$ cat src/hw/rtl/bawe_pkg.sv
`timescale 1ns / 1ps

package bawe_pkg;

  localparam int unsigned SAMPLE_W = 24;
  localparam int unsigned CNT_W    = 16;
  localparam int unsigned SUM_W    = 40;
  localparam int unsigned SOSQ_W   = 64;
  localparam int unsigned SQ_W     = 2 * SAMPLE_W;
  localparam int unsigned DIV_W    = 64;
  localparam int unsigned ROOT_W   = DIV_W / 2;
  localparam int unsigned SDONE_W  = 32;

  localparam logic [CNT_W-1:0] BLOCK_LENGTH_RST = 16'd1000;
  localparam logic [CNT_W-1:0] TOTAL_BLOCKS_RST = 16'd100;

  localparam logic CFG_BLOCK_LENGTH = 1'b0;
  localparam logic CFG_TOTAL_BLOCKS = 1'b1;

  localparam logic [SAMPLE_W-1:0] MAG_POS_MAX = 24'h7FFFFF;
  localparam logic [SAMPLE_W-1:0] MAG_NEG_MAX = 24'h800000;
  localparam logic [SAMPLE_W-1:0] ERR_MAX     = 24'hFFFFFF;

  typedef struct packed {
    logic                    clear;
    logic [CNT_W-1:0]        k;
    logic [CNT_W-1:0]        len;
    logic signed [SUM_W-1:0] sum;
  } bawe_entry_t;

  typedef struct packed {
    logic full;
    logic empty;
  } bawe_q_status_t;

  typedef struct packed {
    logic             start;
    logic [DIV_W-1:0] dividend;
    logic [CNT_W-1:0] divisor;
  } bawe_div_req_t;

endpackage

$ cat src/hw/rtl/bawe_front.sv
`timescale 1ns / 1ps

module bawe_front import bawe_pkg::*; (
  input  logic                       clk_i,
  input  logic                       rst_ni,
  input  logic                       in_valid_i,
  output logic                       in_stall_o,
  input  logic signed [SAMPLE_W-1:0] sample_value_i,
  input  logic                       restart_i,
  input  logic [CNT_W-1:0]           block_length_i,
  input  logic [CNT_W-1:0]           total_blocks_i,
  input  bawe_q_status_t             q_status_i,
  output logic                       push_o,
  output bawe_entry_t                entry_o
);

  logic [CNT_W-1:0]        ibc_q, ibc_d, ibc_base;
  logic signed [SUM_W-1:0] bsum_q, bsum_d, bsum_base, bsum_nx;
  logic [CNT_W-1:0]        bcount_q, bcount_d, bcount_base;
  logic                    clr_q, clr_d, clr_base;
  logic [CNT_W-1:0]        len_eff;
  logic [CNT_W:0]          ibc_inc;
  logic                    accept, running, close;

  assign in_stall_o = q_status_i.full;
  assign accept     = in_valid_i && !q_status_i.full;

  always_comb begin
    len_eff     = (block_length_i == '0) ? CNT_W'(1) : block_length_i;
    ibc_base    = restart_i ? '0 : ibc_q;
    bsum_base   = restart_i ? '0 : bsum_q;
    bcount_base = restart_i ? '0 : bcount_q;
    clr_base    = restart_i | clr_q;
    running     = bcount_base < total_blocks_i;
    bsum_nx     = bsum_base + SUM_W'(sample_value_i);
    ibc_inc     = {1'b0, ibc_base} + (CNT_W+1)'(1);
    close       = ibc_inc >= {1'b0, len_eff};

    ibc_d    = ibc_q;
    bsum_d   = bsum_q;
    bcount_d = bcount_q;
    clr_d    = clr_q;
    push_o   = 1'b0;
    if (accept) begin
      ibc_d    = ibc_base;
      bsum_d   = bsum_base;
      bcount_d = bcount_base;
      clr_d    = clr_base;
      if (running) begin
        if (close) begin
          ibc_d    = '0;
          bsum_d   = '0;
          bcount_d = bcount_base + CNT_W'(1);
          clr_d    = 1'b0;
          push_o   = 1'b1;
        end else begin
          ibc_d  = ibc_inc[CNT_W-1:0];
          bsum_d = bsum_nx;
        end
      end
    end

    entry_o.clear = clr_base;
    entry_o.k     = bcount_base + CNT_W'(1);
    entry_o.len   = len_eff;
    entry_o.sum   = bsum_nx;
  end

  always_ff @(posedge clk_i or negedge rst_ni) begin
    if (!rst_ni) begin
      ibc_q    <= '0;
      bsum_q   <= '0;
      bcount_q <= '0;
      clr_q    <= 1'b0;
    end else begin
      ibc_q    <= ibc_d;
      bsum_q   <= bsum_d;
      bcount_q <= bcount_d;
      clr_q    <= clr_d;
    end
  end

endmodule

$ cat config.mk
export PLATFORM = sky130hd
export DESIGN_NAME = bawe_front
export DESIGN_NICKNAME = d
export VERILOG_FILES = /design/src/hw/rtl/bawe_pkg.sv /design/src/hw/rtl/bawe_front.sv
export SDC_FILE = /design/constraint.sdc
export NUM_CORES = 1
export LEC_CHECK = 0
export BUFFER_PORTS_ARGS = -buffer_cell sky130_fd_sc_hd__buf_4
export CORE_MARGIN = 2
export CORE_UTILIZATION = 55
export DETAILED_ROUTE_END_ITERATION = 7
export PLACE_DENSITY = 0.9
export SYNTH_ARGS = -nofsm -noshare
export SYNTH_HDL_FRONTEND = slang
export SYNTH_SLANG_ARGS = --single-unit
export TNS_END_PERCENT = 10
$ cat constraint.sdc
create_clock -name clk_i -period 5.5 [get_ports clk_i]
set_input_delay 0.55 -clock clk_i [delete_from_list [all_inputs] [get_ports clk_i]]
set_output_delay 0.55 -clock clk_i [all_outputs]
set_load 0.005 [all_outputs]
==> impl_metrics.py <==
metrics = {
    "timing": {
        "final-hold-violation-count": 0,
        "period_share": 0.871,
        "fmax_mhz": 209,
        "setup_viol": 0,
        "report.final.slew_viol_count": 0,
        "rsz0062_at_grt": "no",
        "tightestPinTransition_ps": 931,
        "period_minus_slack_ps": 4790,
        "final.setup_skew_ps": 5.62,
        "setup_tns_ps": 0,
        "fin_hold_ws_ps": 335,
        "relSlewSlack": 0.379,
    },
    "cells_and_area": {
        "area_growth_pct": 20.6,
        "mostFrequentLayoutCells": "buf_4, dfrtp_1, ha_1",
        "layout.cells.most_common": "buf_4",
        "multiInputGateArea_um2": 4710,
        "seq_area_um2": 1830,
        "drive_gt1_frac": 0.184,
        "final_cell_area_um2": 8300,
        "nets": 1075,
        "fillers": 991,
        "antenna_cells": 0,
    },
    "logic_synthesis": {
        "synth_area_per_cell_um2": 8.26,
        "synth_fp_nets": 968,
        "yosysUniqueCellTypes": 65,
        "synth.area.mux_share": 0.00309,
        "synthAdderAreaFrac": 0.134,
        "synth-compound-area-share": 0.258,
        "yosysSeqAreaShare": 0.265,
        "synth_edf_count": 0,
        "yosys.area.top_type": "dfrtp_1",
        "yosys.area_share.xor_xnor": 0.0649,
        "synth_cells": 833,
        "ys.flop_type": "dfrtp_1",
        "synthArstFlopShare": 1.00,
        "ys_ff_latch": 73,
        "ys_top_cells_by_area": "dfrtp_1, ha_1, a22o_1",
        "yosys_warnings": 0,
        "syn-cell-area_um2": 6880,
        "synth_top_area_frac": 0.265,
        "synthSimpleGateAreaFrac": 0.222,
        "synth_top_family_by_area": "compound AO/OA/AOI/OAI gates",
    },
    "placed_design": {
        "io_buffers": 135,
        "placed_area_um2": 8000,
        "gp_congestion": 0.948,
        "post-dp-hpwl_mm": 13.3,
    },
    "setup_path": {
        "cp-end-kind": "primary output",
        "worstPathArrival_ps": 4240,
        "cp.required_ps": 4950,
        "critPathKind": "in2out",
        "cp-start-kind": "primary input",
        "crit_slowest_cell": "nor4_1",
        "crit_fanout": 37,
        "max_stage_delay_ps": 510,
        "path_buf_inv": 3,
        "crit_cells": 17,
        "critPathTopFamily": "simple AND/OR/NAND/NOR gates",
        "r2r-end": "bcount_q[13]",
        "reg2reg_from": "ibc_q[0]",
        "crit_chain": "buf_4 -> nor2b_1 -> ha_1 -> nand4b_1 -> nor4_1 -> nand2_1 -> xor2_1 -> nor2_1 -> ha_1 -> nand4_1 -> o41ai_1 -> nand2_1 -> nand2_1 -> a41o_1 -> nand3_1 -> inv_1 -> buf_4",
        "r2r_setup_slack_ps": 1200,
        "r2r_cells": 16,
        "path_common_cell": "nand2_1",
    },
    "drt": {
        "vias": 6616,
        "drt_iter0_drc": 505,
        "ant_nets": 0,
        "vias_per_cell": 5.94,
        "routedWlPerCell_um": 15.8,
        "detail_route.first_pass.iterations": 5,
        "drt_wl_total_mm": 17.6,
        "drc_errors": 0,
    },
    "global_route": {
        "antenna_found_initial": 0,
        "grt_usage": 0.267,
        "grt_max_degree": 74,
        "grt_pass1_wl_mm": 29.1,
        "grt_pass1_vias": 6305,
        "grt_overflow_total": 0,
    },
    "die": {
        "die_y_um": 116,
        "die_area_um2": 13400,
        "start_util": 0.568,
        "ios": 137,
        "die_w_um": 116,
        "rows": 40,
        "core_um2": 12100,
    },
    "cts": {
        "numCtsBuffers": 9,
        "ctsHoldBuffers": 0,
        "tritoncts": "done",
        "htree_levels": 3,
        "cts_sinks": 73,
        "cts_buffer_depth": 2,
        "cts_setup_buffers": 0,
        "cts_resized": 0,
        "clk_latency_ps": 350,
        "clkTransAtPathRegs_ps": 60,
        "cts_root_buf": "clkbuf_16",
    },
    "min_path": {
        "hold_class": "in2async",
    },
    "power_and_ir_drop": {
        "peakVddDrop_v": 0.000201,
        "power_density_nw_per_um2": 286,
        "leakage_nw": 4.17,
    },
    "flow_run": {
        "cap_violations": 0,
    },
    "run_status": {
        "status": "finished clean",
    },
}
worst register-to-register path: stages (launching register included):
cell and delay, ps:
dfrtp_1 420, nor2b_1 290, ha_1 250, nand4b_1 240
nor4_1 510, nand2_1 130, xor2_1 150, nor2_1 80
ha_1 320, nand4_1 160, o41ai_1 420, nand2_1 90
nand2_1 70, a41o_1 250, a21oi_1 110, nand2b_1 380
a22o_1 310
power breakdown:
group	leakage, nW	internal (mW)	switching (mW)
clock	0.141	0.364	0.245
combinational	3.09	0.534	0.550
sequential	0.941	0.631	0.0511
total	4.17	1.53	0.846
how the worst max path moves through the flow:
| stage | start | end | slack, ps |
|---|---|---|---|
| finish | restart_i | push_o | 710 |
| global route | restart_i | push_o | 280 |
| CTS | restart_i | push_o | 760 |
| detailed placement | restart_i | push_o | 800 |
| global placement | restart_i | push_o | 890 |
| floorplan | restart_i | entry_o[37] | 860 |
cell families (layout without fill, tap and decap cells):
logic type | count (synthesis) | after routing
xor gates and xnor gates | 51 | 51
adders and majority gates | 73 | 73
and+or+nand+nor | 290 | 290
muxes | 2 | 2
AOI/OAI and AO/OA | 248 | 248
DFF | 73 | 73
buffers and inverters | 96 | 208
metal layers:
metal	wire, um	share of wire	up-vias	GRT usage
li1	-	-	3249	-
met1	7750	0.44	3126	0.350
met2	8510	0.48	209	0.451
met3	959	0.054	32	0.0408
met4	392	0.022	0	0.0937
met5	0	0	-	0
synth_stat cells, drive strengths merged, types with 2 or more instances:
cell / number
a2111oi: 2
a211o: 3
a211oi: 8
a21boi: 2
a21o: 31
a21oi: 49
a22o: 55
a311o: 2
a311oi: 3
a31o: 2
a31oi: 7
a32o: 8
a41o: 2
and2: 14
and3: 8
and4: 2
buf: 4
clkbuf: 42
dfrtp: 73
ha: 72
inv: 50
nand2: 56
nand2b: 12
nand3: 25
nand3b: 2
nand4: 14
nand4b: 2
nor2: 54
nor2b: 63
nor3: 12
nor3b: 2
nor4: 6
o211ai: 4
o21a: 4
o21ai: 44
o21bai: 4
o221ai: 3
o311ai: 3
o31ai: 3
or2: 3
or3: 12
or4: 3
xnor2: 29
xor2: 22
flip-flops by register name (all words and copies together), names as in the netlist:
name      count
clr_q         1
ibc_q        16
bcount_q     16
bsum_q       40
layout make-up:
class | instances | share of cell area
clock buffer | 10 | 0.0288
clock inverter | 6 | 0.00799
inverter | 50 | 0.0226
multi-input combinational | 664 | 0.567
sequential | 73 | 0.220
tap | 168 | 0.0253
timing repair buffer | 142 | 0.128
through the flow:
step	setup WS, ps	util	power, mW	instances
after floorplan	855	-	1.37	833
after global placement	890	0.660	1.73	1097
after detailed placement	803	0.660	1.76	1097
after CTS	765	0.686	2.38	1113
after global routing	281	0.686	2.53	1113
final	711	0.686	2.38	1113
Note: power is estimated with default switching activity, not from simulation.
