File: config.mk
export PLATFORM = sky130hd
export DESIGN_NAME = bawe_queue
export DESIGN_NICKNAME = d
export VERILOG_FILES = /design/src/hw/rtl/bawe_pkg.sv /design/src/hw/rtl/bawe_queue.sv
export SDC_FILE = /design/constraint.sdc
export NUM_CORES = 1
export LEC_CHECK = 0
export BUFFER_PORTS_ARGS = -buffer_cell sky130_fd_sc_hd__buf_2
export CORE_MARGIN = 5
export CORE_UTILIZATION = 50
export DETAILED_ROUTE_END_ITERATION = 7
export GPL_TIMING_DRIVEN = 0
export PLACE_DENSITY_LB_ADDON = 0.15
export SETUP_SLACK_MARGIN = 0.1
export SYNTH_ARGS = -nofsm -noshare
export SYNTH_HDL_FRONTEND = slang
export SYNTH_SLANG_ARGS = --single-unit
File: constraint.sdc
create_clock -name clk_i -period 5.2 [get_ports clk_i]
set_input_delay 0.52 -clock clk_i [delete_from_list [all_inputs] [get_ports clk_i]]
set_output_delay 0.52 -clock clk_i [all_outputs]
set_load 0.02 [all_outputs]
File: src/hw/rtl/bawe_pkg.sv
`timescale 1ns / 1ps

package bawe_pkg;

  localparam int unsigned SAMPLE_W = 24;
  localparam int unsigned CNT_W    = 16;
  localparam int unsigned SUM_W    = 40;
  localparam int unsigned SOSQ_W   = 64;
  localparam int unsigned SQ_W     = 2 * SAMPLE_W;
  localparam int unsigned DIV_W    = 64;
  localparam int unsigned ROOT_W   = DIV_W / 2;
  localparam int unsigned SDONE_W  = 32;

  localparam logic [CNT_W-1:0] BLOCK_LENGTH_RST = 16'd1000;
  localparam logic [CNT_W-1:0] TOTAL_BLOCKS_RST = 16'd100;

  localparam logic CFG_BLOCK_LENGTH = 1'b0;
  localparam logic CFG_TOTAL_BLOCKS = 1'b1;

  localparam logic [SAMPLE_W-1:0] MAG_POS_MAX = 24'h7FFFFF;
  localparam logic [SAMPLE_W-1:0] MAG_NEG_MAX = 24'h800000;
  localparam logic [SAMPLE_W-1:0] ERR_MAX     = 24'hFFFFFF;

  typedef struct packed {
    logic                    clear;
    logic [CNT_W-1:0]        k;
    logic [CNT_W-1:0]        len;
    logic signed [SUM_W-1:0] sum;
  } bawe_entry_t;

  typedef struct packed {
    logic full;
    logic empty;
  } bawe_q_status_t;

  typedef struct packed {
    logic             start;
    logic [DIV_W-1:0] dividend;
    logic [CNT_W-1:0] divisor;
  } bawe_div_req_t;

endpackage

File: src/hw/rtl/bawe_queue.sv
`timescale 1ns / 1ps

module bawe_queue import bawe_pkg::*; #(
  parameter int unsigned DEPTH = 2
) (
  input  logic           clk_i,
  input  logic           rst_ni,
  input  logic           push_i,
  input  bawe_entry_t    entry_i,
  input  logic           pop_i,
  output bawe_entry_t    head_o,
  output bawe_q_status_t status_o
);

  localparam int unsigned PTR_W = (DEPTH > 1) ? $clog2(DEPTH) : 1;
  localparam int unsigned CNT_QW = $clog2(DEPTH + 1);
  localparam logic [PTR_W-1:0] PTR_LAST = PTR_W'(DEPTH - 1);
  localparam logic [CNT_QW-1:0] CNT_FULL = CNT_QW'(DEPTH);

  bawe_entry_t       slot_q [DEPTH];
  logic [PTR_W-1:0]  wr_q, wr_d, rd_q, rd_d;
  logic [CNT_QW-1:0] cnt_q, cnt_d;

  always_comb begin
    wr_d  = wr_q;
    rd_d  = rd_q;
    cnt_d = cnt_q;
    if (push_i) begin
      wr_d = (wr_q == PTR_LAST) ? '0 : wr_q + PTR_W'(1);
    end
    if (pop_i) begin
      rd_d = (rd_q == PTR_LAST) ? '0 : rd_q + PTR_W'(1);
    end
    if (push_i && !pop_i) begin
      cnt_d = cnt_q + CNT_QW'(1);
    end else if (pop_i && !push_i) begin
      cnt_d = cnt_q - CNT_QW'(1);
    end
  end

  always_ff @(posedge clk_i or negedge rst_ni) begin
    if (!rst_ni) begin
      wr_q  <= '0;
      rd_q  <= '0;
      cnt_q <= '0;
    end else begin
      wr_q  <= wr_d;
      rd_q  <= rd_d;
      cnt_q <= cnt_d;
    end
  end

  always_ff @(posedge clk_i) begin
    if (push_i) begin
      slot_q[wr_q] <= entry_i;
    end
  end

  assign head_o         = slot_q[rd_q];
  assign status_o.full  = (cnt_q == CNT_FULL);
  assign status_o.empty = (cnt_q == '0);

endmodule

==> results.txt <==
----------------------------------------------------
[Place]
  HPWL after detailed placement ... about 6600 um
  Routability-driven placement congestion ratio ... 0.7215
  DP Worst Slack ... about 3200 ps
  Count of input and output buffers ... roughly 150
  Area after detailed placement ... around 0.0067 sq mm

[Cells and area]
  Diodes inserted ... 0
  Number of nets at the end of the flow ... 495
  Fraction of layout cells with a size suffix above 1 ... roughly three fifths
  Area overhead of the layout relative to synthesis ... 28.29%
  Total area of multi-input combinational cells ... 0.001140 sq mm
  Total of fill cells in the finished design ... ~830
  Utilization of the core after routing ... between 60% and 70%
  Total area of sequential cells ... between 0.004 and 0.005 sq mm
  Design area ... between 0.007 and 0.008 sq mm

[CTS]
  Clk pin slew, worst setup/hold paths ... roughly 60 ps
  Clock buffer count from CTS ... 17
  H-tree levels ... 4
  Buffer type at the clock tree root ... sky130_fd_sc_hd__clkbuf_16
  Number of setup buffers added after CTS ... 0
  CTS tree ... yes
  Clock net sink count ... 150
  Number of gates resized after cts ... 0
  Latest clock arrival within the worst-skew pair ... about 400 ps
  Maximum buffer depth of the clock tree ... 2

[GRT]
  Wire length of the first global-routing pass ... ~15000 um
  Antenna violations before repair ... 0
  Grt ovf ... 0
  GRT Util Overall ... between 10 and 15%
  Largest net degree at the start of global routing ... 40
  Vias in the first global route ... 3056

[STA]
  Actual slew at the worst max-slew pin ... about 800 ps
  Period Utilization, post-route ... about two fifths
  Maximum clock skew at final layout ... 3.884 ps
  Worst max-slew margin expressed relative to the limit ... between 40% and 50%
  Final setup fails ... 0
  Worst Slack Setup Final ... about 3000 ps
  Total Neg Setup Slack ... 0 ps
  Min Tclk post-route ... 2156 ps
  Worst Hold Slack ... between 200 and 300 ps
  Maximum operating frequency ... 0.4637 GHz
  Max-slew violations ... 0
  Final hold violation count ... 0
  RSZ-0062 raised after global routing ... no

[Synth]
  Leading post-synthesis cells by cell area ... sky130_fd_sc_hd__edfxtp_1 77%, sky130_fd_sc_hd__mux2_4 16%, sky130_fd_sc_hd__mux2_2 2.6%, sky130_fd_sc_hd__dfrtp_1 1.8%, sky130_fd_sc_hd__buf_6 1.4%
  Largest area contributor in the netlist ... sky130_fd_sc_hd__edfxtp_1
  Cell count after synthesis ... 243
  Sequential element share of the synthesized area ... around four fifths
  Share of Yosys cell area claimed by the top area cell type ... 76.89%
  Nets in the synthesized netlist ... 321
  Count of synthesis-stage warnings from yosys ... 0
  Number of distinct standard cells referenced by the synthesized netlist ... 13
  Area of the mapped netlist ... around 0.0057 sq mm
  Post-synthesis sequential element count ... 150
  Mean Syn Cell Area ... approximately 23 sq um

[Die]
  Initial core utilization ... 50.36%
  Top-level port count ... 152
  Area inside the core boundary ... between 0.01 and 0.015 sq mm
  Y dimension of the die ... ~120 um
  Die Footprint ... 0.01364 sq mm
  Horizontal die dimension ... 116.8 um
  Number of rows in the core area ... 39

[Worst hold path]
  Worst hold path class ... primary input to register

[Setup path]
  Cell breakdown of the critical path ... buf_6, buf_6, mux2_4, buf_2
  Slowest library cell on the worst path ... sky130_fd_sc_hd__dfrtp_1
  Max FO, Critical Path ... 10
  Required time of the critical path ... roughly 4700 ps
  Most numerous cell on the critical path ... sky130_fd_sc_hd__buf_6
  Arrival time of the worst setup path ... around 1600 ps
  Biggest cell delay along the critical path ... 360 ps
  Startpoint kind of the worst setup timing path ... register
  Top cell family by delay on the critical path ... buffers and inverters
  Kind of critical path ... register to output port
  Count of buffer and inverter cells on the critical path ... 3
  Critical path endpoint category ... output port

[Route]
  Overall via count from detail_route ... 2799
  Routed wire length ... 9850 um
  Pre-Repair DR Iteration Count ... 6
  DRC Markers ... 0
  Via count normalized by instance count ... 4.885
  Count of antenna-violating nets left after detailed routing ... 0
  Initial DRC Count ... ~130
  DR WL/cell ... about 17 um

[Power]
  Static leakage power ... 2.968 nW
  Total power density per cell area ... 590.7 mW/mm^2
  Max VDD drop ... roughly 0.29 mV

[Job]
  Max cap viols ... 0

[Outcome]
  Outcome ... completed

----------------------------------------------------
[sequential cells by signal, summed over array words and instances, names as in the netlist]
name and count:
cnt_q 2, rd_q 1, slot_q 146, wr_q 1
[kinds of logic (layout without fill, tap and decap cells)]
| kind of cell | after synthesis | count (layout) | share of synthesized area [%] |
|---|---|---|---|
| flops | 150 | 150 | 78.65 |
| mux | 73 | 73 | 18.37 |
| buf+inv | 9 | 196 | 1.536 |
| xor+xnor | 5 | 5 | 0.7680 |
| simple gates | 5 | 5 | 0.4609 |
| fa+ha+maj | 1 | 1 | 0.2194 |
[layer usage]
metal  wire length, um  share of wire [%]  up-vias  global-route usage [%]
met1              3745                 38     1370                   16.64
met3               785                8.0       19                   5.604
met5                 0                  0        -                       0
met2              5104                 52       94                   25.29
met4               214                2.2        0                   6.728
li1                  -                  -     1316                       -
[per-stage QoR]
stage | std cells | power (mW)
floorplan | 243 | 2.753
global placement | 537 | 3.145
detailed placement | 540 | 3.168
CTS | 573 | 4.383
global route | 573 | 4.524
finish | 573 | 4.321
[cell type report]
cell class                      instances  share of cell area [%]
Timing Repair Buffer                  155                   11.39
Tap cell                              143                   2.446
Buffer                                  8                   1.146
Sequential cell                       150                   61.31
Clock inverter                         13                   2.155
Multi-Input combinational cell         84                   15.58
Inverter                                1                 0.05132
Clock buffer                           19                   5.919
[cell usage in the layout, fill, tap and decap left out]
cell type / synthesis / final
sky130_fd_sc_hd__clkinv_2: 0 / 3
sky130_fd_sc_hd__clkinv_1: 0 / 1
sky130_fd_sc_hd__buf_12: 0 / 2
sky130_fd_sc_hd__nor2b_1: 2 / 1
sky130_fd_sc_hd__clkbuf_1: 0 / 2
sky130_fd_sc_hd__dlygate4sd3_1: 0 / 1
sky130_fd_sc_hd__buf_2: 1 / 152
sky130_fd_sc_hd__ha_1: 1 / 1
sky130_fd_sc_hd__clkinv_4: 0 / 3
sky130_fd_sc_hd__clkinvlp_4: 0 / 3
sky130_fd_sc_hd__mux2_2: 13 / 13
sky130_fd_sc_hd__bufinv_16: 0 / 3
sky130_fd_sc_hd__inv_1: 1 / 1
sky130_fd_sc_hd__mux2_4: 60 / 60
sky130_fd_sc_hd__edfxtp_1: 146 / 146
sky130_fd_sc_hd__dfrtp_1: 4 / 4
sky130_fd_sc_hd__clkbuf_16: 0 / 17
sky130_fd_sc_hd__nor2b_4: 0 / 1
sky130_fd_sc_hd__xor2_1: 4 / 4
sky130_fd_sc_hd__and2_4: 0 / 1
sky130_fd_sc_hd__buf_6: 7 / 7
sky130_fd_sc_hd__nor2_1: 2 / 2
sky130_fd_sc_hd__buf_16: 0 / 1
sky130_fd_sc_hd__xnor2_1: 1 / 1
[cells in the mapped netlist]
| cell | number |
|---|---|
| sky130_fd_sc_hd__buf_2 | 1 |
| sky130_fd_sc_hd__edfxtp_1 | 146 |
| sky130_fd_sc_hd__mux2_2 | 13 |
| sky130_fd_sc_hd__nor2_1 | 2 |
| sky130_fd_sc_hd__ha_1 | 1 |
| sky130_fd_sc_hd__xor2_1 | 4 |
| sky130_fd_sc_hd__mux2_4 | 60 |
| sky130_fd_sc_hd__buf_6 | 7 |
| sky130_fd_sc_hd__and2_1 | 1 |
| sky130_fd_sc_hd__xnor2_1 | 1 |
| sky130_fd_sc_hd__nor2b_1 | 2 |
| sky130_fd_sc_hd__inv_1 | 1 |
| sky130_fd_sc_hd__dfrtp_1 | 4 |
[power breakdown]
group          internal (mW)  switching, mW  total [mW]  leakage, nW
logic                  0.659          0.790        1.45         1.27
registers               1.60         0.0663        1.67         1.42
clock network          0.752          0.448        1.20        0.280
total                   3.02           1.30        4.32         2.97
[path summary, 6_finish.rpt]
| path | from | end | slack, ps | cells past startpoint |
|---|---|---|---|---|
| hold / removal | entry_i[46] | slot_q[0][46] | 300 | 1 |
| max in group asynchronous | rst_ni | wr_q | 4610 | 2 |
| setup reg to reg | wr_q | slot_q[0][71] | 3480 | 2 |
| setup / recovery | rd_q | head_o[13] | 3040 | 4 |
| hold reg to reg | cnt_q[1] | cnt_q[1] | 510 | 1 |
| min in group asynchronous | rst_ni | cnt_q[1] | 470 | 2 |
[what timing repair did]
item,CTS,global route
setup endpoints to repair,0,0
hold endpoints to repair,4,0
hold buffers,1,0
Note: power is estimated with default switching activity, not from simulation.
