File: src/hw/rtl/bawe_pkg.sv
`timescale 1ns / 1ps

package bawe_pkg;

  localparam int unsigned SAMPLE_W = 24;
  localparam int unsigned CNT_W    = 16;
  localparam int unsigned SUM_W    = 40;
  localparam int unsigned SOSQ_W   = 64;
  localparam int unsigned SQ_W     = 2 * SAMPLE_W;
  localparam int unsigned DIV_W    = 64;
  localparam int unsigned ROOT_W   = DIV_W / 2;
  localparam int unsigned SDONE_W  = 32;

  localparam logic [CNT_W-1:0] BLOCK_LENGTH_RST = 16'd1000;
  localparam logic [CNT_W-1:0] TOTAL_BLOCKS_RST = 16'd100;

  localparam logic CFG_BLOCK_LENGTH = 1'b0;
  localparam logic CFG_TOTAL_BLOCKS = 1'b1;

  localparam logic [SAMPLE_W-1:0] MAG_POS_MAX = 24'h7FFFFF;
  localparam logic [SAMPLE_W-1:0] MAG_NEG_MAX = 24'h800000;
  localparam logic [SAMPLE_W-1:0] ERR_MAX     = 24'hFFFFFF;

  typedef struct packed {
    logic                    clear;
    logic [CNT_W-1:0]        k;
    logic [CNT_W-1:0]        len;
    logic signed [SUM_W-1:0] sum;
  } bawe_entry_t;

  typedef struct packed {
    logic full;
    logic empty;
  } bawe_q_status_t;

  typedef struct packed {
    logic             start;
    logic [DIV_W-1:0] dividend;
    logic [CNT_W-1:0] divisor;
  } bawe_div_req_t;

endpackage

File: src/hw/rtl/bawe_div.sv
`timescale 1ns / 1ps

module bawe_div import bawe_pkg::*; (
  input  logic             clk_i,
  input  logic             rst_ni,
  input  bawe_div_req_t    req_i,
  output logic             done_o,
  output logic [DIV_W-1:0] quot_o
);

  localparam int unsigned STEP_W = $clog2(DIV_W);
  localparam logic [STEP_W-1:0] STEP_LAST = STEP_W'(DIV_W - 1);

  logic              busy_q, done_q;
  logic [STEP_W-1:0] step_q;
  logic [DIV_W-1:0]  num_q;
  logic [CNT_W-1:0]  rem_q, den_q;
  logic [CNT_W:0]    rem_sh, rem_nx;
  logic              ge;

  always_comb begin
    rem_sh = {rem_q, num_q[DIV_W-1]};
    ge     = rem_sh >= {1'b0, den_q};
    rem_nx = ge ? rem_sh - {1'b0, den_q} : rem_sh;
  end

  always_ff @(posedge clk_i or negedge rst_ni) begin
    if (!rst_ni) begin
      busy_q <= 1'b0;
      done_q <= 1'b0;
      step_q <= '0;
    end else begin
      done_q <= 1'b0;
      if (req_i.start) begin
        busy_q <= 1'b1;
        step_q <= STEP_LAST;
      end else if (busy_q) begin
        step_q <= step_q - STEP_W'(1);
        if (step_q == '0) begin
          busy_q <= 1'b0;
          done_q <= 1'b1;
        end
      end
    end
  end

  always_ff @(posedge clk_i) begin
    if (req_i.start) begin
      num_q <= req_i.dividend;
      den_q <= req_i.divisor;
      rem_q <= '0;
    end else if (busy_q) begin
      num_q <= {num_q[DIV_W-2:0], ge};
      rem_q <= rem_nx[CNT_W-1:0];
    end
  end

  assign done_o = done_q;
  assign quot_o = num_q;

endmodule

File: src/hw/rtl/bawe_root.sv
`timescale 1ns / 1ps

module bawe_root import bawe_pkg::*; (
  input  logic              clk_i,
  input  logic              rst_ni,
  input  logic              start_i,
  input  logic [DIV_W-1:0]  rad_i,
  output logic              done_o,
  output logic [ROOT_W-1:0] root_o
);

  localparam int unsigned STEP_W = $clog2(ROOT_W);
  localparam logic [STEP_W-1:0] STEP_LAST = STEP_W'(ROOT_W - 1);
  localparam int unsigned REM_W = ROOT_W + 1;

  logic              busy_q, done_q;
  logic [STEP_W-1:0] step_q;
  logic [DIV_W-1:0]  x_q;
  logic [REM_W-1:0]  rem_q;
  logic [ROOT_W-1:0] root_q;
  logic [REM_W+1:0]  rem_sh, trial, rem_nx;
  logic              ge;

  always_comb begin
    rem_sh = {rem_q, x_q[DIV_W-1:DIV_W-2]};
    trial  = {1'b0, root_q, 2'b01};
    ge     = rem_sh >= trial;
    rem_nx = ge ? rem_sh - trial : rem_sh;
  end

  always_ff @(posedge clk_i or negedge rst_ni) begin
    if (!rst_ni) begin
      busy_q <= 1'b0;
      done_q <= 1'b0;
      step_q <= '0;
    end else begin
      done_q <= 1'b0;
      if (start_i) begin
        busy_q <= 1'b1;
        step_q <= STEP_LAST;
      end else if (busy_q) begin
        step_q <= step_q - STEP_W'(1);
        if (step_q == '0) begin
          busy_q <= 1'b0;
          done_q <= 1'b1;
        end
      end
    end
  end

  always_ff @(posedge clk_i) begin
    if (start_i) begin
      x_q    <= rad_i;
      rem_q  <= '0;
      root_q <= '0;
    end else if (busy_q) begin
      x_q    <= {x_q[DIV_W-3:0], 2'b00};
      rem_q  <= rem_nx[REM_W-1:0];
      root_q <= {root_q[ROOT_W-2:0], ge};
    end
  end

  assign done_o = done_q;
  assign root_o = root_q;

endmodule

File: src/hw/rtl/bawe_back.sv
`timescale 1ns / 1ps

module bawe_back import bawe_pkg::*; (
  input  logic                       clk_i,
  input  logic                       rst_ni,
  input  bawe_entry_t                head_i,
  input  bawe_q_status_t             q_status_i,
  output logic                       pop_o,
  output logic                       out_valid_o,
  input  logic                       out_stall_i,
  output logic [CNT_W-1:0]           blocks_done_o,
  output logic [SDONE_W-1:0]         samples_done_o,
  output logic signed [SAMPLE_W-1:0] progressive_mean_o,
  output logic [SAMPLE_W-1:0]        progressive_error_o
);

  typedef enum logic [10:0] {
    S_IDLE = 11'b000_0000_0001,
    S_MEAN = 11'b000_0000_0010,
    S_SQ   = 11'b000_0000_0100,
    S_SUM  = 11'b000_0000_1000,
    S_PM   = 11'b000_0001_0000,
    S_PMW  = 11'b000_0010_0000,
    S_MSQ  = 11'b000_0100_0000,
    S_VAR  = 11'b000_1000_0000,
    S_VARW = 11'b001_0000_0000,
    S_ROOT = 11'b010_0000_0000,
    S_OUT  = 11'b100_0000_0000
  } bawe_state_e;

  bawe_state_e state_q, state_d;

  logic                       clr_q, neg_q, out_valid_q, out_valid_d;
  logic [CNT_W-1:0]           k_q, len_q;
  logic signed [SAMPLE_W-1:0] mean_q, pm_q;
  logic [SAMPLE_W-1:0]        mag_q, pm_mag_q, err_q;
  logic [SQ_W-1:0]            sq_q, pm2_q;
  logic [SDONE_W-1:0]         sdone_q;
  logic signed [SUM_W-1:0]    som_q;
  logic [SOSQ_W-1:0]          sosq_q, var_q;
  logic [SUM_W-1:0]           head_mag, som_mag;
  logic [SAMPLE_W-1:0]        mean_mag;
  logic [CNT_W-1:0]           blocks_q;
  logic [SDONE_W-1:0]         samples_q;
  logic signed [SAMPLE_W-1:0] pmean_q;
  logic [SAMPLE_W-1:0]        perr_q;

  bawe_div_req_t     div_req;
  logic              div_done, root_start, root_done, load_out;
  logic [DIV_W-1:0]  quot;
  logic [ROOT_W-1:0] root;

  bawe_div u_div (
    .clk_i  (clk_i),
    .rst_ni (rst_ni),
    .req_i  (div_req),
    .done_o (div_done),
    .quot_o (quot)
  );

  bawe_root u_root (
    .clk_i   (clk_i),
    .rst_ni  (rst_ni),
    .start_i (root_start),
    .rad_i   (quot),
    .done_o  (root_done),
    .root_o  (root)
  );

  always_comb begin
    head_mag = head_i.sum[SUM_W-1] ? SUM_W'(-head_i.sum) : SUM_W'(head_i.sum);
    som_mag  = som_q[SUM_W-1] ? SUM_W'(-som_q) : SUM_W'(som_q);
    if (neg_q) begin
      mean_mag = (quot > DIV_W'(MAG_NEG_MAX)) ? MAG_NEG_MAX : quot[SAMPLE_W-1:0];
    end else begin
      mean_mag = (quot > DIV_W'(MAG_POS_MAX)) ? MAG_POS_MAX : quot[SAMPLE_W-1:0];
    end
  end

  always_comb begin
    state_d          = state_q;
    pop_o            = 1'b0;
    root_start       = 1'b0;
    load_out         = 1'b0;
    div_req.start    = 1'b0;
    div_req.dividend = '0;
    div_req.divisor  = '0;
    unique case (state_q)
      S_IDLE: begin
        if (!q_status_i.empty) begin
          pop_o            = 1'b1;
          div_req.start    = 1'b1;
          div_req.dividend = DIV_W'(head_mag);
          div_req.divisor  = head_i.len;
          state_d          = S_MEAN;
        end
      end
      S_MEAN: begin
        if (div_done) begin
          state_d = S_SQ;
        end
      end
      S_SQ:  state_d = S_SUM;
      S_SUM: state_d = S_PM;
      S_PM: begin
        div_req.start    = 1'b1;
        div_req.dividend = DIV_W'(som_mag);
        div_req.divisor  = k_q;
        state_d          = S_PMW;
      end
      S_PMW: begin
        if (div_done) begin
          if (k_q == CNT_W'(1)) begin
            state_d = S_OUT;
          end else begin
            div_req.start    = 1'b1;
            div_req.dividend = sosq_q;
            div_req.divisor  = k_q;
            state_d          = S_MSQ;
          end
        end
      end
      S_MSQ: begin
        if (div_done) begin
          state_d = S_VAR;
        end
      end
      S_VAR: begin
        div_req.start    = 1'b1;
        div_req.dividend = var_q;
        div_req.divisor  = k_q - CNT_W'(1);
        state_d          = S_VARW;
      end
      S_VARW: begin
        if (div_done) begin
          root_start = 1'b1;
          state_d    = S_ROOT;
        end
      end
      S_ROOT: begin
        if (root_done) begin
          state_d = S_OUT;
        end
      end
      S_OUT: begin
        if (!out_valid_q || !out_stall_i) begin
          load_out = 1'b1;
          state_d  = S_IDLE;
        end
      end
      default: state_d = S_IDLE;
    endcase
  end

  always_comb begin
    out_valid_d = out_valid_q;
    if (out_valid_q && !out_stall_i) begin
      out_valid_d = 1'b0;
    end
    if (load_out) begin
      out_valid_d = 1'b1;
    end
  end

  always_ff @(posedge clk_i or negedge rst_ni) begin
    if (!rst_ni) begin
      state_q     <= S_IDLE;
      out_valid_q <= 1'b0;
    end else begin
      state_q     <= state_d;
      out_valid_q <= out_valid_d;
    end
  end

  always_ff @(posedge clk_i or negedge rst_ni) begin
    if (!rst_ni) begin
      som_q  <= '0;
      sosq_q <= '0;
    end else if (state_q == S_SUM) begin
      som_q  <= (clr_q ? '0 : som_q) + SUM_W'(mean_q);
      sosq_q <= (clr_q ? '0 : sosq_q) + SOSQ_W'(sq_q);
    end
  end

  always_ff @(posedge clk_i) begin
    if (pop_o) begin
      clr_q <= head_i.clear;
      k_q   <= head_i.k;
      len_q <= head_i.len;
      neg_q <= head_i.sum[SUM_W-1];
    end
    if (state_q == S_MEAN && div_done) begin
      mag_q  <= mean_mag;
      mean_q <= neg_q ? SAMPLE_W'(-mean_mag) : mean_mag;
    end
    if (state_q == S_SQ) begin
      sq_q    <= SQ_W'(mag_q) * SQ_W'(mag_q);
      sdone_q <= SDONE_W'(k_q) * SDONE_W'(len_q);
    end
    if (state_q == S_PM) begin
      neg_q <= som_q[SUM_W-1];
    end
    if (state_q == S_PMW && div_done) begin
      pm_mag_q <= quot[SAMPLE_W-1:0];
      pm_q     <= neg_q ? SAMPLE_W'(-quot[SAMPLE_W-1:0]) : quot[SAMPLE_W-1:0];
      err_q    <= '0;
    end
    if (state_q == S_MSQ) begin
      pm2_q <= SQ_W'(pm_mag_q) * SQ_W'(pm_mag_q);
      if (div_done) begin
        var_q <= (quot > DIV_W'(pm2_q)) ? quot - DIV_W'(pm2_q) : '0;
      end
    end
    if (state_q == S_ROOT && root_done) begin
      err_q <= (root[ROOT_W-1:SAMPLE_W] != '0) ? ERR_MAX : root[SAMPLE_W-1:0];
    end
    if (load_out) begin
      blocks_q  <= k_q;
      samples_q <= sdone_q;
      pmean_q   <= pm_q;
      perr_q    <= err_q;
    end
  end

  assign out_valid_o         = out_valid_q;
  assign blocks_done_o       = blocks_q;
  assign samples_done_o      = samples_q;
  assign progressive_mean_o  = pmean_q;
  assign progressive_error_o = perr_q;

endmodule

File: config.mk
export PLATFORM = sky130hd
export DESIGN_NAME = bawe_back
export DESIGN_NICKNAME = d
export VERILOG_FILES = /design/src/hw/rtl/bawe_pkg.sv /design/src/hw/rtl/bawe_div.sv /design/src/hw/rtl/bawe_root.sv /design/src/hw/rtl/bawe_back.sv
export SDC_FILE = /design/constraint.sdc
export NUM_CORES = 2
export LEC_CHECK = 0
export ABC_CLOCK_PERIOD_IN_PS = 22400
export BUFFER_PORTS_ARGS = -buffer_cell sky130_fd_sc_hd__buf_4
export CORE_MARGIN = 10
export CORE_UTILIZATION = 55
export DETAILED_ROUTE_END_ITERATION = 12
export PLACE_DENSITY = 0.67
export SETUP_SLACK_MARGIN = 0.2
export SYNTH_ARGS = -nofsm -noshare
export SYNTH_HDL_FRONTEND = slang
export SYNTH_SLANG_ARGS = --single-unit
File: constraint.sdc
create_clock -name clk_i -period 22.4 [get_ports clk_i]
set_input_delay 1.12 -clock clk_i [delete_from_list [all_inputs] [get_ports clk_i]]
set_output_delay 1.12 -clock clk_i [all_outputs]
set_load 0.01 [all_outputs]
==> results.txt <==
----------------------------------------------------
[Outcome]
  Run status ... completed

[Clocking]
  Number of CTS-inserted buffers ... 91
  H-tree Lvls ... 3
  Number of post-CTS setup repair buffers ... 0
  Total of hold buffers inserted after clock tree synthesis ... 0
  TritonCTS clock tree ... built
  Number of resized instances in the post-cts repair step ... 0
  Clock input transition at the sequential cells of the worst setup and hold paths ... about 0.06 ns
  Clock insertion delay at the later pin of the skew report ... between 0.7 and 0.8 ns
  Clock root buffer master ... sky130_fd_sc_hd__clkbuf_16
  # clock sinks ... ~790
  Buffers from clock root to sink, at most ... 3

[Yosys]
  Most instantiated flip-flop cell in the synthesis netlist ... sky130_fd_sc_hd__edfxtp_1
  Sequential fraction of the synthesis area ... between 20% and 30%
  Synth Instances ... approximately 8700
  Cells taking the most area after synthesis ... sky130_fd_sc_hd__fa_1 25%, sky130_fd_sc_hd__edfxtp_1 21%, sky130_fd_sc_hd__ha_1 9.8%, sky130_fd_sc_hd__inv_1 6.9%, sky130_fd_sc_hd__nand2_1 4.9%
  Most used standard cell by instance count after synthesis ... sky130_fd_sc_hd__inv_1
  EDFF count, synth ... roughly 580
  Syn. warnings ... 0
  Area share of the largest cell type after synthesis ... between 20% and 30%
  Most common library cells after synthesis ... 1538 x sky130_fd_sc_hd__inv_1, 1099 x sky130_fd_sc_hd__nand2_1, 1047 x sky130_fd_sc_hd__fa_1, 652 x sky130_fd_sc_hd__ha_1, 582 x sky130_fd_sc_hd__edfxtp_1
  Distinct cells, synth ... 93
  Async set or reset register ratio after synthesis ... 16.5%
  Total standard cell area after synthesis ... around 0.083 sq mm
  Syn_nets ... ~11000
  Mean instance size in the synthesized netlist ... between 9 and 10 sq um
  Most area-hungry cell type in the Yosys netlist ... sky130_fd_sc_hd__fa_1
  Register bit total from synthesis ... ~800

[Setup path]
  Peak fanout along the critical path ... 22
  Startpoint of the lowest-slack register-to-register path ... mag_q[7]$_DFFE_PP_
  Source of the critical timing path ... mag_q[7]$_DFFE_PP_
  CP startpoint kind ... flip-flop
  Crit. End Element ... flip-flop
  CP Class ... reg -> reg
  Data required time of the worst path ... between 20 and 25 ns
  CP Data Arrival Time ... roughly 9.1 ns

[Finish]
  Share of cells above drive strength 1 ... under 10%
  Antenna diode count ... 0
  Nets ... 10500
  Util after Layout ... 59.9%
  Signed area change from the synthesized netlist to the final layout ... 7.90%
  Filler Cells Inserted ... roughly 13000
  Layout Cell Area excl Fill ... roughly 0.09 sq mm

[Timing]
  Total count of hold-check failures in the final report ... 0
  Final cycle utilization of the critical path ... between 30% and 40%
  Smallest hold slack ... roughly 0.4 ns
  Setup clock skew after layout ... ~0.068 ns
  Setup repair after global routing missed its margin ... no
  Count of pins over their slew limit ... 0
  Achievable clock frequency ... 0.116 GHz
  Slew at the pin closest to its max-slew limit ... 1.14 ns
  Fin Setup TNS ... 0 ns
  Max-Slew Margin vs Limit ... 23.7%
  Final setup violation count ... 0
  Time the worst path needs with I/O delays and setup ... 8.65 ns

[Die]
  Die outline area ... about 0.17 sq mm
  Horizontal die dimension ... 409 um
  Initial core utilization ... between 50% and 60%
  # rows ... 142
  Area of the placeable core ... about 0.15 sq mm
  Ports placed on the boundary ... around 180
  Height of the die ... between 400 and 500 um

[Global route]
  Wire length of the first global-routing pass ... 351000 um
  Maximum number of pins on one net before global-route repair ... ~110
  Vias in the first global route ... ~63000
  Global-route usage over all layers ... 26.2%
  Leftover overflow at the end of global routing ... 0
  Number of antenna violations at the first check in global routing ... 7

[Route]
  Post-detailed-route wirelength per cell ... around 20 um
  Initial DRT Pass Iterations ... 9
  Via density ... about 5.7
  Count of routing violations after the opening detailed-route iteration ... between 4000 and 5000
  Total vias in the final route ... between 60000 and 70000
  Residual DRC count ... 0
  Residual antenna-violating net count after detailed routing ... 0
  Sum of routed wire length over all layers ... 220000 um

[Pwr]
  PD cells ... approximately 110 mW/mm^2
  Leakage power ... about 42 nW
  Maximum vdd ir drop ... just under 0.6 mV
  Power, Total ... about 10 mW

[Placed design]
  Placed Area ... roughly 0.087 sq mm
  Detailed-placement wirelength estimate ... around 170000 um
  RePlAce Congestion ... 0.964
  PortBufs ... ~170

[Worst hold path]
  Kind of path behind the tightest hold check ... reg -> reg
  Hold path startpoint ... sdone_q[19]$_DFFE_PP_

[Job]
  # Max-Cap Violations ... 0

----------------------------------------------------
## logic make-up (layout without fill, tap and decap cells)
group           count (synthesis)  after routing  synth area share, %
simple gates                 2506           2506                 14.3
buf+inv                      1902           1982                 8.57
fa+ha+maj                    1699           1699                 34.9
compound gates               1375           1375                 10.4
flops                         794            794                 26.8
xor+xnor                      420            420                 4.41
mux                            52             52                0.630
## cell usage in the layout (no fill, tap or decap), types with 275 or more instances in the layout
master,n
sky130_fd_sc_hd__inv_1,1535
sky130_fd_sc_hd__nand2_1,1098
sky130_fd_sc_hd__fa_1,1047
sky130_fd_sc_hd__ha_1,652
sky130_fd_sc_hd__edfxtp_1,582
sky130_fd_sc_hd__nor2_1,392
sky130_fd_sc_hd__a21oi_1,390
sky130_fd_sc_hd__and2_1,359
sky130_fd_sc_hd__o21ai_0,324
sky130_fd_sc_hd__xnor2_1,275
## flip-flops by register name, summed over array words and instances, names as in the netlist, 23 cells and up
name	count
pm_mag_q	23
pm2_q	47
mag_q	23
mean_q	24
sq_q	47
u_root.rem_q	33
var_q	64
u_root.root_o	32
pm_q	24
u_root.x_q	64
progressive_error_o	24
samples_done_o	32
err_q	24
sdone_q	32
progressive_mean_o	24
som_q	40
u_div.quot_o	64
sosq_q	64
## power breakdown
part / total (mW) / switching, mW / internal [mW] / leakage, nW
combinational: 6.32 / 3.66 / 2.66 / 33.1
sequential: 2.24 / 0.186 / 2.05 / 7.65
clock: 1.61 / 0.664 / 0.944 / 1.58
total: 10.2 / 4.51 / 5.65 / 42.3
## worst paths after layout
kind / endpoint / slack [ns] / depth (start not counted)
max in group asynchronous: sosq_q[15]$_DFFE_PN0P_ / 20.61 / 2
worst min register to register: samples_done_o[19]$_DFFE_PP_ / 0.41 / 0
min in group asynchronous: out_valid_o$_DFFE_PN0P_ / 0.43 / 1
worst min-delay path: samples_done_o[19]$_DFFE_PP_ / 0.41 / 0
worst max register to register: sq_q[41]$_DFFE_PP_ / 13.75 / 23
worst max-delay path: sq_q[41]$_DFFE_PP_ / 13.75 / 23
## layout make-up
| class | count | area [sq um] | share of cell area (%) |
|---|---|---|---|
| sequential | 794 | 22400 | 24.9 |
| clock inverter | 62 | 820 | 0.911 |
| timing repair buffer | 270 | 2040 | 2.27 |
| tap | 2016 | 2520 | 2.80 |
| clock buffer | 109 | 2450 | 2.72 |
| inverter | 1541 | 5790 | 6.43 |
| multi-input combinational | 6052 | 54000 | 60.0 |
## critical path, cell delays in order (launching register included)
cell and delay [ns]:
sky130_fd_sc_hd__edfxtp_1 1.11, sky130_fd_sc_hd__inv_1 0.37, sky130_fd_sc_hd__nor2_1 0.24, sky130_fd_sc_hd__fa_1 0.50, sky130_fd_sc_hd__fa_1 0.53, sky130_fd_sc_hd__inv_1 0.05
sky130_fd_sc_hd__fa_1 0.47, sky130_fd_sc_hd__inv_1 0.05, sky130_fd_sc_hd__fa_1 0.50, sky130_fd_sc_hd__fa_1 0.51, sky130_fd_sc_hd__fa_1 0.49, sky130_fd_sc_hd__inv_1 0.05
sky130_fd_sc_hd__fa_1 0.47, sky130_fd_sc_hd__inv_1 0.04, sky130_fd_sc_hd__ha_1 0.38, sky130_fd_sc_hd__nand4_1 0.18, sky130_fd_sc_hd__nor2_1 0.19, sky130_fd_sc_hd__o2111ai_1 0.22
sky130_fd_sc_hd__a2111oi_0 0.82, sky130_fd_sc_hd__a2111oi_0 0.16, sky130_fd_sc_hd__nor3_1 0.65, sky130_fd_sc_hd__a21o_1 0.22, sky130_fd_sc_hd__a21oi_1 0.08, sky130_fd_sc_hd__xnor2_1 0.12
## routing by layer
layer  vias to the layer above  part of all wire [%]  global-route usage (%)  wire length [um]
met2                      1913                    46                    42.1            101000
met4                         6                   2.9                    7.13              6390
li1                      28500                     -                       -                 -
met3                       316                   7.5                    4.61             16400
met5                         -                 0.013                       0                28
met1                     30700                    44                    36.5             96100
## through the flow
step                worst slack [ns]  std cells
finish                         13.75      10800
global route                   13.11      10800
CTS                            13.74      10800
detailed placement             13.77      10700
global placement               13.87      10700
floorplan                      13.66       8748
No activity file was read; power rests on OpenSTA's default activity.
